## config.mk

```make
export PLATFORM = sky130hd
export DESIGN_NAME = touch_debounce_tap_detector_unit
export DESIGN_NICKNAME = d
export VERILOG_FILES = /design/src/design/tdtd_pkg.sv /design/src/design/touch_debounce_tap_detector_unit.sv
export SDC_FILE = /design/constraint.sdc
export NUM_CORES = 1
export LEC_CHECK = 0
export ABC_AREA = 1
export BUFFER_PORTS_ARGS = -buffer_cell sky130_fd_sc_hd__buf_2
export CORE_ASPECT_RATIO = 1.5
export CORE_MARGIN = 8
export CORE_UTILIZATION = 41
export CTS_CLUSTER_DIAMETER = 40
export DETAILED_ROUTE_END_ITERATION = 8
export PLACE_DENSITY = 0.55
export SKIP_LAST_GASP = 1
export SYNTH_ARGS = -nofsm -noshare
export SYNTH_HDL_FRONTEND = slang
export SYNTH_SLANG_ARGS = --single-unit
```

## constraint.sdc

```tcl
create_clock -name clk_i -period 6.9 [get_ports clk_i]
set_clock_uncertainty 0.2 [all_clocks]
set_input_delay 0.345 -clock clk_i [delete_from_list [all_inputs] [get_ports clk_i]]
set_output_delay 0.345 -clock clk_i [all_outputs]
set_load 0.1 [all_outputs]
```

## src/design/tdtd_pkg.sv

```systemverilog
`timescale 1ns / 1ps
// ----------------------------------------------------------------------------
// tdtd_pkg
// Shared widths, register indexes, reset values and result type for the
// touch debounce / tap detector.
// ----------------------------------------------------------------------------
package tdtd_pkg;

  localparam int CFG_IDX_W  = 2;
  localparam int CFG_DATA_W = 16;
  localparam int STABLE_W   = 16;
  localparam int HELD_W     = 24;

  // register indexes on the config port
  localparam logic [CFG_IDX_W-1:0] CFG_DEBOUNCE = 2'd0;
  localparam logic [CFG_IDX_W-1:0] CFG_GRACE    = 2'd1;
  localparam logic [CFG_IDX_W-1:0] CFG_TAP_MAX  = 2'd2;

  localparam logic [CFG_DATA_W-1:0] DEBOUNCE_RST = 16'd35;
  localparam logic [CFG_DATA_W-1:0] GRACE_RST    = 16'd120;
  localparam logic [CFG_DATA_W-1:0] TAP_MAX_RST  = 16'd2000;

  localparam logic [STABLE_W-1:0] STABLE_MAX = {STABLE_W{1'b1}};
  localparam logic [HELD_W-1:0]   HELD_MAX   = {HELD_W{1'b1}};

  typedef struct packed {
    logic              pressed;
    logic              tapped;
    logic [HELD_W-1:0] held_ms;
  } result_t;

endpackage

```

## src/design/touch_debounce_tap_detector_unit.sv

```systemverilog
`timescale 1ns / 1ps
// ----------------------------------------------------------------------------
// touch_debounce_tap_detector_unit
// Millisecond-tick debouncer for one touch line with tap detection.
// ----------------------------------------------------------------------------
// Each input transfer is one millisecond tick carrying the raw touch level
// and a take-tap request; each tick yields exactly one result transfer with
// the debounced pressed state, the tap flag (before the take clears it) and
// the time held. A tick is accepted every cycle unless stalled: the whole
// state update is one pass of counter increments, one 16-bit threshold compare
// pair and one TIME_BITS-wide subtract/compare against tap_max, ending in the
// state and result registers. Results sit in an output register backed by a
// one-entry skid register, so the input keeps flowing for one tick after the
// output stalls; in_stall_o is simply "skid entry full". Configuration
// writes are always ready and must only happen while no ticks are in flight.
// ----------------------------------------------------------------------------
module touch_debounce_tap_detector_unit
  import tdtd_pkg::*;
#(
  parameter int TIME_BITS = 24
) (
  input  logic                  clk_i,
  input  logic                  rst_ni,
  // tick input
  input  logic                  in_valid_i,
  output logic                  in_stall_o,
  input  logic                  touch_level_i,
  input  logic                  take_tap_i,
  // result output
  output logic                  out_valid_o,
  input  logic                  out_stall_i,
  output logic                  pressed_o,
  output logic                  tapped_o,
  output logic [HELD_W-1:0]     held_ms_o,
  // config write
  input  logic                  cfg_valid_i,
  output logic                  cfg_ready_o,
  input  logic [CFG_IDX_W-1:0]  cfg_index_i,
  input  logic [CFG_DATA_W-1:0] cfg_data_i
);

  localparam logic [TIME_BITS-1:0] TIME_MAX = {TIME_BITS{1'b1}};
  // common width for comparing press time with the held clip level
  localparam int WIDE_W = (TIME_BITS > HELD_W) ? TIME_BITS : HELD_W;

  // --------------------------------------------------------------------------
  // Config registers
  // --------------------------------------------------------------------------
  logic [CFG_DATA_W-1:0] debounce_q, grace_q, tap_max_q;

  assign cfg_ready_o = 1'b1;

  always_ff @(posedge clk_i or negedge rst_ni) begin
    if (!rst_ni) begin
      debounce_q <= DEBOUNCE_RST;
      grace_q    <= GRACE_RST;
      tap_max_q  <= TAP_MAX_RST;
    end else if (cfg_valid_i && cfg_ready_o) begin
      case (cfg_index_i)
        CFG_DEBOUNCE: debounce_q <= cfg_data_i;
        CFG_GRACE:    grace_q    <= cfg_data_i;
        CFG_TAP_MAX:  tap_max_q  <= cfg_data_i;
        default:      ;  // unmapped index, write dropped
      endcase
    end
  end

  // --------------------------------------------------------------------------
  // Debounce state
  // --------------------------------------------------------------------------
  logic                 raw_q, raw_d;
  logic                 deb_q, deb_d;
  logic [STABLE_W-1:0]  stable_q, stable_d;
  logic                 active_q, active_d;
  logic [TIME_BITS-1:0] press_q, press_d;
  logic                 pend_q, pend_d;
  logic                 tap_q, tap_d;

  logic                 in_xfer;
  result_t              res;

  // scratch for the step
  logic                 raw_chg;
  logic [TIME_BITS-1:0] press_inc;
  logic [TIME_BITS-1:0] stable_ext;
  logic [TIME_BITS-1:0] dur;
  logic                 tap_upd;
  logic                 held_sat;

  assign in_xfer = in_valid_i && !in_stall_o;

  always_comb begin
    raw_chg    = (touch_level_i != raw_q);
    raw_d      = touch_level_i;
    stable_d   = raw_chg ? '0 :
                 (stable_q != STABLE_MAX) ? stable_q + 1'b1 : stable_q;
    pend_d     = (raw_chg && touch_level_i) ? 1'b0 : pend_q;
    press_inc  = (deb_q && press_q != TIME_MAX) ? press_q + 1'b1 : press_q;
    press_d    = press_inc;
    deb_d      = deb_q;
    active_d   = active_q;
    tap_upd    = tap_q;
    stable_ext = TIME_BITS'(stable_d);
    dur        = (press_inc >= stable_ext) ? press_inc - stable_ext : '0;

    if (touch_level_i != deb_q && stable_d >= debounce_q) begin
      if (touch_level_i) begin
        // press accepted, timed from the raw rising edge
        deb_d    = 1'b1;
        active_d = 1'b1;
        press_d  = stable_ext;
        pend_d   = 1'b0;
        tap_upd  = 1'b0;
      end else begin
        pend_d = 1'b1;
        if (stable_d >= grace_q) begin
          // release accepted; press length ends at the raw falling edge
          if (active_q && dur < TIME_BITS'(tap_max_q)) begin
            tap_upd = 1'b1;
          end
          deb_d    = 1'b0;
          active_d = 1'b0;
          press_d  = '0;
          pend_d   = 1'b0;
        end
      end
    end

    held_sat    = WIDE_W'(press_d) > WIDE_W'(HELD_MAX);
    res.pressed = deb_d;
    res.tapped  = tap_upd;
    res.held_ms = !(deb_d && active_d) ? '0 :
                  held_sat ? HELD_MAX : HELD_W'(press_d);
    tap_d       = take_tap_i ? 1'b0 : tap_upd;
  end

  always_ff @(posedge clk_i or negedge rst_ni) begin
    if (!rst_ni) begin
      raw_q    <= 1'b0;
      deb_q    <= 1'b0;
      stable_q <= '0;
      active_q <= 1'b0;
      press_q  <= '0;
      pend_q   <= 1'b0;
      tap_q    <= 1'b0;
    end else if (in_xfer) begin
      raw_q    <= raw_d;
      deb_q    <= deb_d;
      stable_q <= stable_d;
      active_q <= active_d;
      press_q  <= press_d;
      pend_q   <= pend_d;
      tap_q    <= tap_d;
    end
  end

  // --------------------------------------------------------------------------
  // Output register plus skid entry
  // --------------------------------------------------------------------------
  logic    out_valid_q, skid_valid_q;
  result_t out_q, skid_q;
  logic    out_xfer;

  assign out_xfer   = out_valid_q && !out_stall_i;
  assign in_stall_o = skid_valid_q;

  always_ff @(posedge clk_i or negedge rst_ni) begin
    if (!rst_ni) begin
      out_valid_q  <= 1'b0;
      skid_valid_q <= 1'b0;
    end else if (skid_valid_q) begin
      if (out_xfer) begin
        skid_valid_q <= 1'b0;
      end
    end else if (in_xfer) begin
      if (out_valid_q && !out_xfer) begin
        skid_valid_q <= 1'b1;
      end else begin
        out_valid_q <= 1'b1;
      end
    end else if (out_xfer) begin
      out_valid_q <= 1'b0;
    end
  end

  // payload, no reset
  always_ff @(posedge clk_i) begin
    if (skid_valid_q) begin
      if (out_xfer) begin
        out_q <= skid_q;
      end
    end else if (in_xfer) begin
      if (out_valid_q && !out_xfer) begin
        skid_q <= res;
      end else begin
        out_q <= res;
      end
    end
  end

  assign out_valid_o = out_valid_q;
  assign pressed_o   = out_q.pressed;
  assign tapped_o    = out_q.tapped;
  assign held_ms_o   = out_q.held_ms;

endmodule

```

# Word-level counts from Yosys, hierarchy flattened
# Cells that the tools add are included.
dict set report classes {
  add_sub_neg 3
  n_lt_le_gt_ge 5
  n_eq_ne 9
  n_mux 31
  n_bitwise 1
  reduce_logical 19
}
# cell n
set ops {}
lappend ops {{$mux 24} 7}
lappend ops {{$mux 26} 4}
lappend ops {{$ge 16x16->1} 2}
lappend ops {{$mux 16} 2}
lappend ops {{$add 24x1->24 const B} 1}
lappend ops {{$ge 24x16->1} 1}
lappend ops {{$gt 24x24->1 const B} 1}
lappend ops {{$lt 24x16->1} 1}
lappend ops {{$ne 24x24->1 const B} 1}
lappend ops {{$sub 24x16->24} 1}
lappend ops {{$mux 1} 18}
lappend ops {{$add 16x1->16 const B} 1}
lappend ops {{$ne 16x16->1 const B} 1}
lappend ops {{$reduce_and 3->1} 3}
lappend ops {{$logic_and 1x1->1} 7}
lappend ops {{$reduce_and 2->1} 3}
lappend ops {{$ne 2x2->1 const B} 2}
lappend ops {{$reduce_bool 2->1} 2}
lappend ops {{$logic_not 1->1} 3}
lappend ops {{$eq 2x1->1 const B} 1}
lappend ops {{$eq 2x2->1 const B} 1}
lappend ops {{$logic_not 2->1} 1}
lappend ops {{$ne 1x1->1} 2}
lappend ops {{$ne 2x1->1 const B} 1}
lappend ops {{$not 1->1} 1}
dict set report totals {
  regBits 146
  input_bits 25
  output_inout_bits 29
  elab_cells 85
}

# Depth between registers and ports, before layout
# Gate-level depths: netlist (run 1).
dict set report depth {
  depth_word 14
  mapped_depth 41
  mapped_depth_nobuf 40
}

# Worst setup path after synthesis (run 1)
# Ideal clock, no wire load.
dict set report synth_path {
  kind {register -> register}
  from {register stable_q[0]}
  to {register out_q, in the netlist tapped_o, data pin}
  setup_ps 130
  arrival_time_ps 4856
  required_time_ps 6570
  slack_ps 1714
  stages_incl_launch_ff 39
  path_buffers 1
  synth_period_minus_slack_ps 5186
  cell_sequence {dfrtp_1 ha_1 nand3_1 nor2_2 nand3_2 nor2_2 nand2_1 nor2_2 nand2_2 nand3_1 nor2_1 nor3_2 inv_1 ha_1 a21o_1 a21boi_0 nand2_1 nand2_1 (+3 left out) nor2_2 nand2_2 inv_1 clkbuf_1 nor2_1 ha_1 a21oi_1 nor2_1 a211oi_1 o221a_2 nand2_1 nor2_1 nand2_1 nor2_2 nand2_2 nand2_2 nand3_1 nand2_1}
}
dict set report synth_between {
  elab_chain_len 14
  elab_cells_between_ends 19
  cone_classes {2 x add/sub; 4 x order compare; 1 x eq/ne; 10 x mux; 2 x reduce/logical}
}
# element line_no
set synth_rtl {}
lappend synth_rtl {{from (decl)} touch_debounce_tap_detector_unit.sv:73} ;# logic [STABLE_W-1:0] stable_q, stable_d;
lappend synth_rtl {{from (signal assigned)} touch_debounce_tap_detector_unit.sv:149} ;# stable_q <= stable_d;
lappend synth_rtl {{$add 16x1->16 or $ne 16x16->1 (tied branches)} touch_debounce_tap_detector_unit.sv:96} ;# (stable_q != STABLE_MAX) ? stable_q + 1'b1 : stable_q;
lappend synth_rtl {{$mux 16 (*)} touch_debounce_tap_detector_unit.sv:96}
lappend synth_rtl {{$mux 16 (*)} touch_debounce_tap_detector_unit.sv:95} ;# stable_d = raw_chg ? '0 :
lappend synth_rtl {{net stable_d[5]} touch_debounce_tap_detector_unit.sv:73}
lappend synth_rtl {{$sub 24x16->24 or $ge 24x16->1 (tied branches)} touch_debounce_tap_detector_unit.sv:104} ;# dur = (press_inc >= stable_ext) ? press_inc - stable_ext : '0;
lappend synth_rtl {{$mux 24} touch_debounce_tap_detector_unit.sv:104}
lappend synth_rtl {{$lt 24x16->1} touch_debounce_tap_detector_unit.sv:118} ;# if (active_q && dur < TIME_BITS'(tap_max_q)) begin
lappend synth_rtl {{$logic_and 1x1->1} touch_debounce_tap_detector_unit.sv:118}
lappend synth_rtl {{$mux 1} touch_debounce_tap_detector_unit.sv:118}
lappend synth_rtl {{$mux 1} touch_debounce_tap_detector_unit.sv:116} ;# if (stable_d >= grace_q) begin
lappend synth_rtl {{$mux 1} touch_debounce_tap_detector_unit.sv:107} ;# if (touch_level_i) begin
lappend synth_rtl {{$mux 1 (*)} touch_debounce_tap_detector_unit.sv:106} ;# if (touch_level_i != deb_q && stable_d >= debounce_q) begin
lappend synth_rtl {{$mux 26 (*)} touch_debounce_tap_detector_unit.sv:193} ;# if (out_valid_q && !out_xfer) begin
lappend synth_rtl {{$mux 26 (*)} touch_debounce_tap_detector_unit.sv:192} ;# end else if (in_xfer) begin
lappend synth_rtl {{$mux 26 (*)} touch_debounce_tap_detector_unit.sv:188} ;# if (skid_valid_q) begin
lappend synth_rtl {{to (signal assigned)} touch_debounce_tap_detector_unit.sv:190} ;# out_q <= skid_q;
lappend synth_rtl {{to (signal assigned)} touch_debounce_tap_detector_unit.sv:196} ;# out_q <= res;
lappend synth_rtl {{to (decl)} touch_debounce_tap_detector_unit.sv:161} ;# result_t out_q, skid_q;
# The timed path passes the listed nets; every way through them passes the cells marked *. The select of a mux whose other input is x is not followed.
# A chain may end at the register's enable or synchronous reset.

# Worst setup path after layout (run 1)
# Ends and elaborated chain as after synthesis.

==> results.yml, run 1 <==
outcome:
  status: "finished, final reports clean"
global_route:
  grt_max_degree: 53
  grt_pass1_wl_mm: 40.3
  grt_pass1_vias: 7794
  gr-usage-all-layers: 0.181
  antenna_found_initial: 0
  grt-ovfl-total: 0
yosys:
  async_reset_ff_frac: 0.644
  avgSynthCellArea_sq_um: 7.68
  synthMuxAreaShare: 0
  synth_area_leaders: "dfrtp_1, edfxtp_1, nand2_1"
  synth_top_area_frac: 0.217
  synth_top_family_by_area: "simple AND/OR/NAND/NOR gates"
  postSynthCellCount: 1217
  synth_compound_area_frac: 0.115
  synth_fp_nets: 1308
  synth-simple-area-share: 0.249
  synth-edff-count: 52
  synthAdderAreaFrac: 0.0892
  ys_ff_latch: 146
  synth_area_sq_um: 9340
  yosysUniqueCellTypes: 50
  synth-seq-area-share: 0.421
  yosys_warnings: 0
  yosysTopAreaCell: "dfrtp_1"
  synthXorXnorAreaFrac: 0.0328
  synth-main-ff-cell: "dfrtp_1"
critical_path:
  startpoint_type: "flip-flop"
  r2r_end: "tapped_o"
  reg2reg_from: "stable_q[0]"
  critical_path.max_stage_delay_ns: 0.65
  worst_path_max_delay_cell: "nor3_1"
  crit_required_ns: 7.00
  critPathMaxFanout: 14
  cp_data_arrival_time_ns: 6.03
  path_class: "flip-flop to flip-flop"
  ff2ff_setup_slack_ns: 0.98
  crit_path_frequent_cell: "nand2_1"
  end_kind: "flip-flop"
  rr_worst_depth: 40
power:
  powerDensity_nw_per_um2: 470
  internal_power_mw: 2.58
  switching_share: 0.480
  p_sw_mw: 2.39
  leakage_nw: 5.18
  p_seq_frac: 0.248
  p_comb_frac: 0.557
  p_clk_frac: 0.195
  irDropWorstVdd_mv: 0.218
  finalPower_mw: 4.97
cts:
  cts-resized-gates: 0
  clk_path_buf_depth: 2
  cts_made_buffers: 17
  clk_latency_ns: 0.43
  cts_sinks: 146
  cts-hold-fix-buffers: 7
  clock-root-buffer: "clkbuf_16"
  cts_tree: "built"
  clk_pin_slew_ns: 0.07
  post_cts_buffers: 0
  htreeDepth: 4
hold_path:
  min_to: "grace_q[4]"
  min_from: "cfg_data_i[4]"
  hold_depth: 3
  hold_path_class: "primary input to flip-flop"
timing:
  hold_slack_ns: 0.0116
  worst_pin_slew_ns: 1.12
  finalHoldViolCount: 0
  min_period_ns: 5.92
  setup_violations: 0
  min_period_over_period: 0.858
  relSlewSlack: 0.253
  max_freq_mhz: 169
  slew_viol_final: 0
  fin_tns_setup_ns: 0
  grt_setup_unrepaired: "false"
final_layout:
  layout_commonest_cell: "nand2_1"
  syn2layout_area_growth_pct: 13.2
  drive_gt1_frac: 0.120
  layout_common_cells: "nand2_1, inv_1, o21ai_0, nor2_1, dfrtp_1"
  utilization: 0.472
  fillers: 2262
  n_antenna_cell: 0
  final_nets: 1364
  design_area_sq_um: 10600
  multi_input_area_sq_um: 4560
  register_area_sq_um: 3930
detailed_routing:
  top_layer: "met4"
  drc: 0
  final_antenna_net_count: 0
  dr.pass1.iters: 5
  drtIter0Drc: 385
  via_per_inst: 4.94
  met2_length_mm: 11.6
  wirelength_mm: 24.1
  wl_met3_um: 838
  vias: 7714
  wl_met1_mm: 10.5
  wl_per_cell_um: 15.4
die:
  initial_core_util: 0.417
  die_height_um: 201
  coreArea_sq_um: 22400
  std_cell_rows: 67
  io_pins: 54
  die-area_sq_um: 28000
  die_width_um: 139
placement:
  portBuffers: 52
  dp_hpwl_mm: 18.8
  place_area_sq_um: 9900
  gp_congestion: 0.856
flow_run:
  max_cap_violations: 0
layer usage:
layer | global-route usage | vias up
met4 | 0.100 | 0
met2 | 0.311 | 169
met1 | 0.208 | 3487
met5 | 0 | -
met3 | 0.0338 | 51
li1 | - | 4007
worst max path at each step:
stage	start	endpoint	depth (start not counted)
after floorplan	stable_q[0]	tapped_o	38
after global routing	stable_q[0]	tapped_o	40
final	stable_q[0]	tapped_o	40
after global placement	stable_q[0]	tapped_o	37
after detailed placement	stable_q[0]	tapped_o	40
after CTS	stable_q[0]	tapped_o	37
per-stage QoR:
stage / instances / worst slack (ns)
after floorplan: 1217 / 1.71
after global placement: 1523 / 1.18
after detailed placement: 1523 / 1.01
after CTS: 1562 / 0.983
after global routing: 1562 / 0.277
final: 1562 / 0.978
synthesized netlist by cell type, types with 2 or more instances:
master	count
nand2_1	355
inv_1	189
o21ai_0	116
nor2_1	86
dfrtp_1	81
ha_1	65
edfxtp_1	52
a21oi_1	43
nand3_1	28
clkbuf_1	25
xor2_1	25
nor3_1	20
dfstp_2	13
o22ai_1	13
nand4_1	10
nor2_2	10
xnor2_1	10
nand2_2	9
o21ai_1	9
nor2_4	6
a211oi_1	4
buf_2	4
nor3_2	4
nand3b_1	3
nor3b_1	3
o21ai_2	3
or2_2	3
a21oi_2	2
nand2_4	2
nand3_2	2
nor4_1	2
o21a_1	2
cell type report:
type,count,share of cell area
multi-input cells,847,0.431
flip-flops and latches,146,0.372
inverters,191,0.0679
clock buffers,17,0.0402
repair buffers,70,0.0393
well taps,276,0.0327
clock inverters,15,0.0173
sequential cells by signal, indices dropped and copies added (netlist names), 16 cells and up:
name / flops
debounce_q: 16
grace_q: 16
held_ms_o: 24
press_q: 24
skid_q: 26
stable_q: 16
tap_max_q: 16
worst max-delay path, delay by kind of cell (launching register included):
kind / cells / cell delay [ns]
flops: 1 / 0.39
simple gates: 30 / 3.21
fa+ha+maj: 3 / 0.84
compound gates: 3 / 0.60
buf+inv: 4 / 0.53
logic make-up after synthesis:
| logic type | after synthesis |
|---|---|
| fa+ha+maj | 66 |
| xor+xnor | 35 |
| simple gates | 546 |
| other cells | 1 |
| flops | 146 |
| compound gates | 199 |
| buf+inv | 224 |
power by group through the flow:
stage	Combinational [mW]	Clock [mW]	Sequential, mW
after floorplan	1.75	0	1.67
after global placement	2.75	0	1.25
after detailed placement	2.78	0	1.25
after CTS	2.80	0.994	1.23
after global routing	3.16	1.03	1.26
final	2.77	0.969	1.23
Note: power is estimated with default switching activity, not from simulation.
==> inputs of run 2 (changes only) <==
- CORE_UTILIZATION: 41 -> 62
- CTS_BUF_LIST: unset -> sky130_fd_sc_hd__clkbuf_16
- PLACE_DENSITY: 0.55 -> 0.79
==> run 2 against run 1 <==
  * Power decreased by 1.2%
  * Cell count decreased by 5.1%
  * Final area decreased by 1.7%
  * Largest cell class unchanged
  * Combinational power about the same
  * Setup slack got worse by 0.027 ns
  * Core utilization increased by 22 points
  * Highest routed layer unchanged
  * First-iteration DRC count increased by 35%
  * Non-clock buffer count decreased by 3
  * Critical path depth decreased by 3
  * Flip-flop and latch count unchanged
  * Routed wire length decreased by 4.2%
==> results.yml, run 2 (synthesis gave the netlist of run 1 again) <==
timing:
  setup_violations: 0
  max_freq_mhz: 168
  min_period_over_period: 0.862
  fin_tns_setup_ns: 0
  slew_viol_final: 0
  finalHoldViolCount: 0
  worst_pin_slew_ns: 1.06
  relSlewSlack: 0.289
  min_period_ns: 5.95
  grt_setup_unrepaired: "false"
  setup_slack_ns: 0.951
  hold_slack_ns: 0.00412
critical_path:
  path_class: "flip-flop to flip-flop"
  ff2ff_setup_slack_ns: 0.95
  crit_path_frequent_cell: "nand2_1"
  cp_data_arrival_time_ns: 6.04
  reg2reg_from: "stable_q[0]"
  r2r_end: "tapped_o"
  end_kind: "flip-flop"
  rr_worst_depth: 37
  worst_path_max_delay_cell: "dfrtp_1"
  startpoint_type: "flip-flop"
  critical_path.max_stage_delay_ns: 0.40
  critPathMaxFanout: 14
  crit_required_ns: 6.99
final_layout:
  drive_gt1_frac: 0.119
  top_register: "skid_q"
  final_nets: 1361
  n_antenna_cell: 0
  largest_reg_flops: 26
  fillers: 1279
  utilization: 0.696
  layout_common_cells: "nand2_1, inv_1, o21ai_0, nor2_1, dfrtp_1"
  syn2layout_area_growth_pct: 11.2
  layout_commonest_cell: "nand2_1"
die:
  io_pins: 54
  initial_core_util: 0.626
  std_cell_rows: 55
  die_width_um: 116
  die-area_sq_um: 19300
  die_height_um: 166
  coreArea_sq_um: 14900
hold_path:
  hold_depth: 3
  hold_path_class: "primary input to flip-flop"
  min_from: "cfg_data_i[4]"
  min_to: "tap_max_q[4]"
power:
  irDropWorstVdd_mv: 0.244
  leakage_nw: 5.14
  powerDensity_nw_per_um2: 473
cts:
  cts_tree: "built"
  clock-root-buffer: "clkbuf_16"
  cts_sinks: 146
  clk_latency_ns: 0.43
  htreeDepth: 4
  clk_pin_slew_ns: 0.07
  clk_path_buf_depth: 2
  cts-resized-gates: 0
  cts_made_buffers: 17
global_route:
  gr-usage-all-layers: 0.250
  antenna_found_initial: 0
  grt_pass1_wl_mm: 38.0
  grt_max_degree: 53
  grt_pass1_vias: 7850
  grt-ovfl-total: 0
flow_run:
  max_cap_violations: 0
detailed_routing:
  final_antenna_net_count: 0
  vias: 8036
  drtIter0Drc: 521
  drc: 0
  wl_per_cell_um: 15.6
  dr.pass1.iters: 7
  wirelength_mm: 23.1
  via_per_inst: 5.42
placement:
  gp_congestion: 0.946
  portBuffers: 52
  dp_hpwl_mm: 17.6
  post-place-ws_ns: 1.11
outcome:
  status: "finished, final reports clean"
-- run 2: cell types whose count changed in the layout (fill, tap and decap cells not counted), moves of 2 or more --
| cell | previous run | this run |
|---|---|---|
| clkinv_4 | 5 | 0 |
| bufinv_16 | 3 | 0 |
| clkinvlp_4 | 2 | 5 |
| inv_8 | 0 | 3 |
| dlygate4sd3_1 | 7 | 5 |
| inv_6 | 3 | 5 |
-- run 2: repair_timing --
action                    in CTS  in global routing
buffers inserted               0                  0
hold buffers                   5                  0
hold endpoints to repair      49                  0
-- run 2: layout make-up --
| class | count | area [sq um] | area share |
|---|---|---|---|
| Inverter | 191 | 718 | 0.0691 |
| Sequential cell | 146 | 3930 | 0.378 |
| Multi-Input combinational cell | 847 | 4560 | 0.439 |
| Tap cell | 199 | 249 | 0.0240 |
| Clock inverter | 15 | 123 | 0.0118 |
| Timing Repair Buffer | 67 | 388 | 0.0373 |
| Clock buffer | 17 | 425 | 0.0409 |
-- run 2: worst max-delay path by stage --
stage,to,from,cells past startpoint
3_3_place_gp,tapped_o,stable_q[0],37
5_1_grt,tapped_o,stable_q[0],37
3_5_place_dp,tapped_o,stable_q[0],37
2_1_floorplan,tapped_o,stable_q[0],38
6_report,tapped_o,stable_q[0],37
4_1_cts,tapped_o,stable_q[0],37
-- run 2: layer usage --
layer	wire (um)	global-route usage	vias up
met1	9020	0.286	3707
met3	1260	0.0375	68
met4	1330	0.151	0
li1	-	-	4000
met5	0	0	-
met2	11500	0.424	261
-- run 2: metrics by stage --
stage	instances	total power [mW]	area, sq um
after global placement	1445	3.95	9790
after detailed placement	1445	3.99	9790
after global routing	1482	5.31	10400
after floorplan	1217	3.42	9340
after CTS	1482	4.90	10400
final	1482	4.91	10400
-- run 2: worst max-delay path, delay by kind of cell (launching register included) --
kind                     cells  cell delay, ns
AO/OA/AOI/OAI                5            1.03
adder cells (fa/ha/maj)      3            0.91
buffers and inverters        2            0.44
flip-flops                   1            0.40
AND/OR/NAND/NOR             27            2.83
-- run 2: power by group --
group	switching (mW)	total [mW]	internal [mW]	leakage (nW)
Clock	0.408	0.878	0.470	0.258
Combinational	1.91	2.80	0.896	3.18
Sequential	0.115	1.23	1.12	1.70
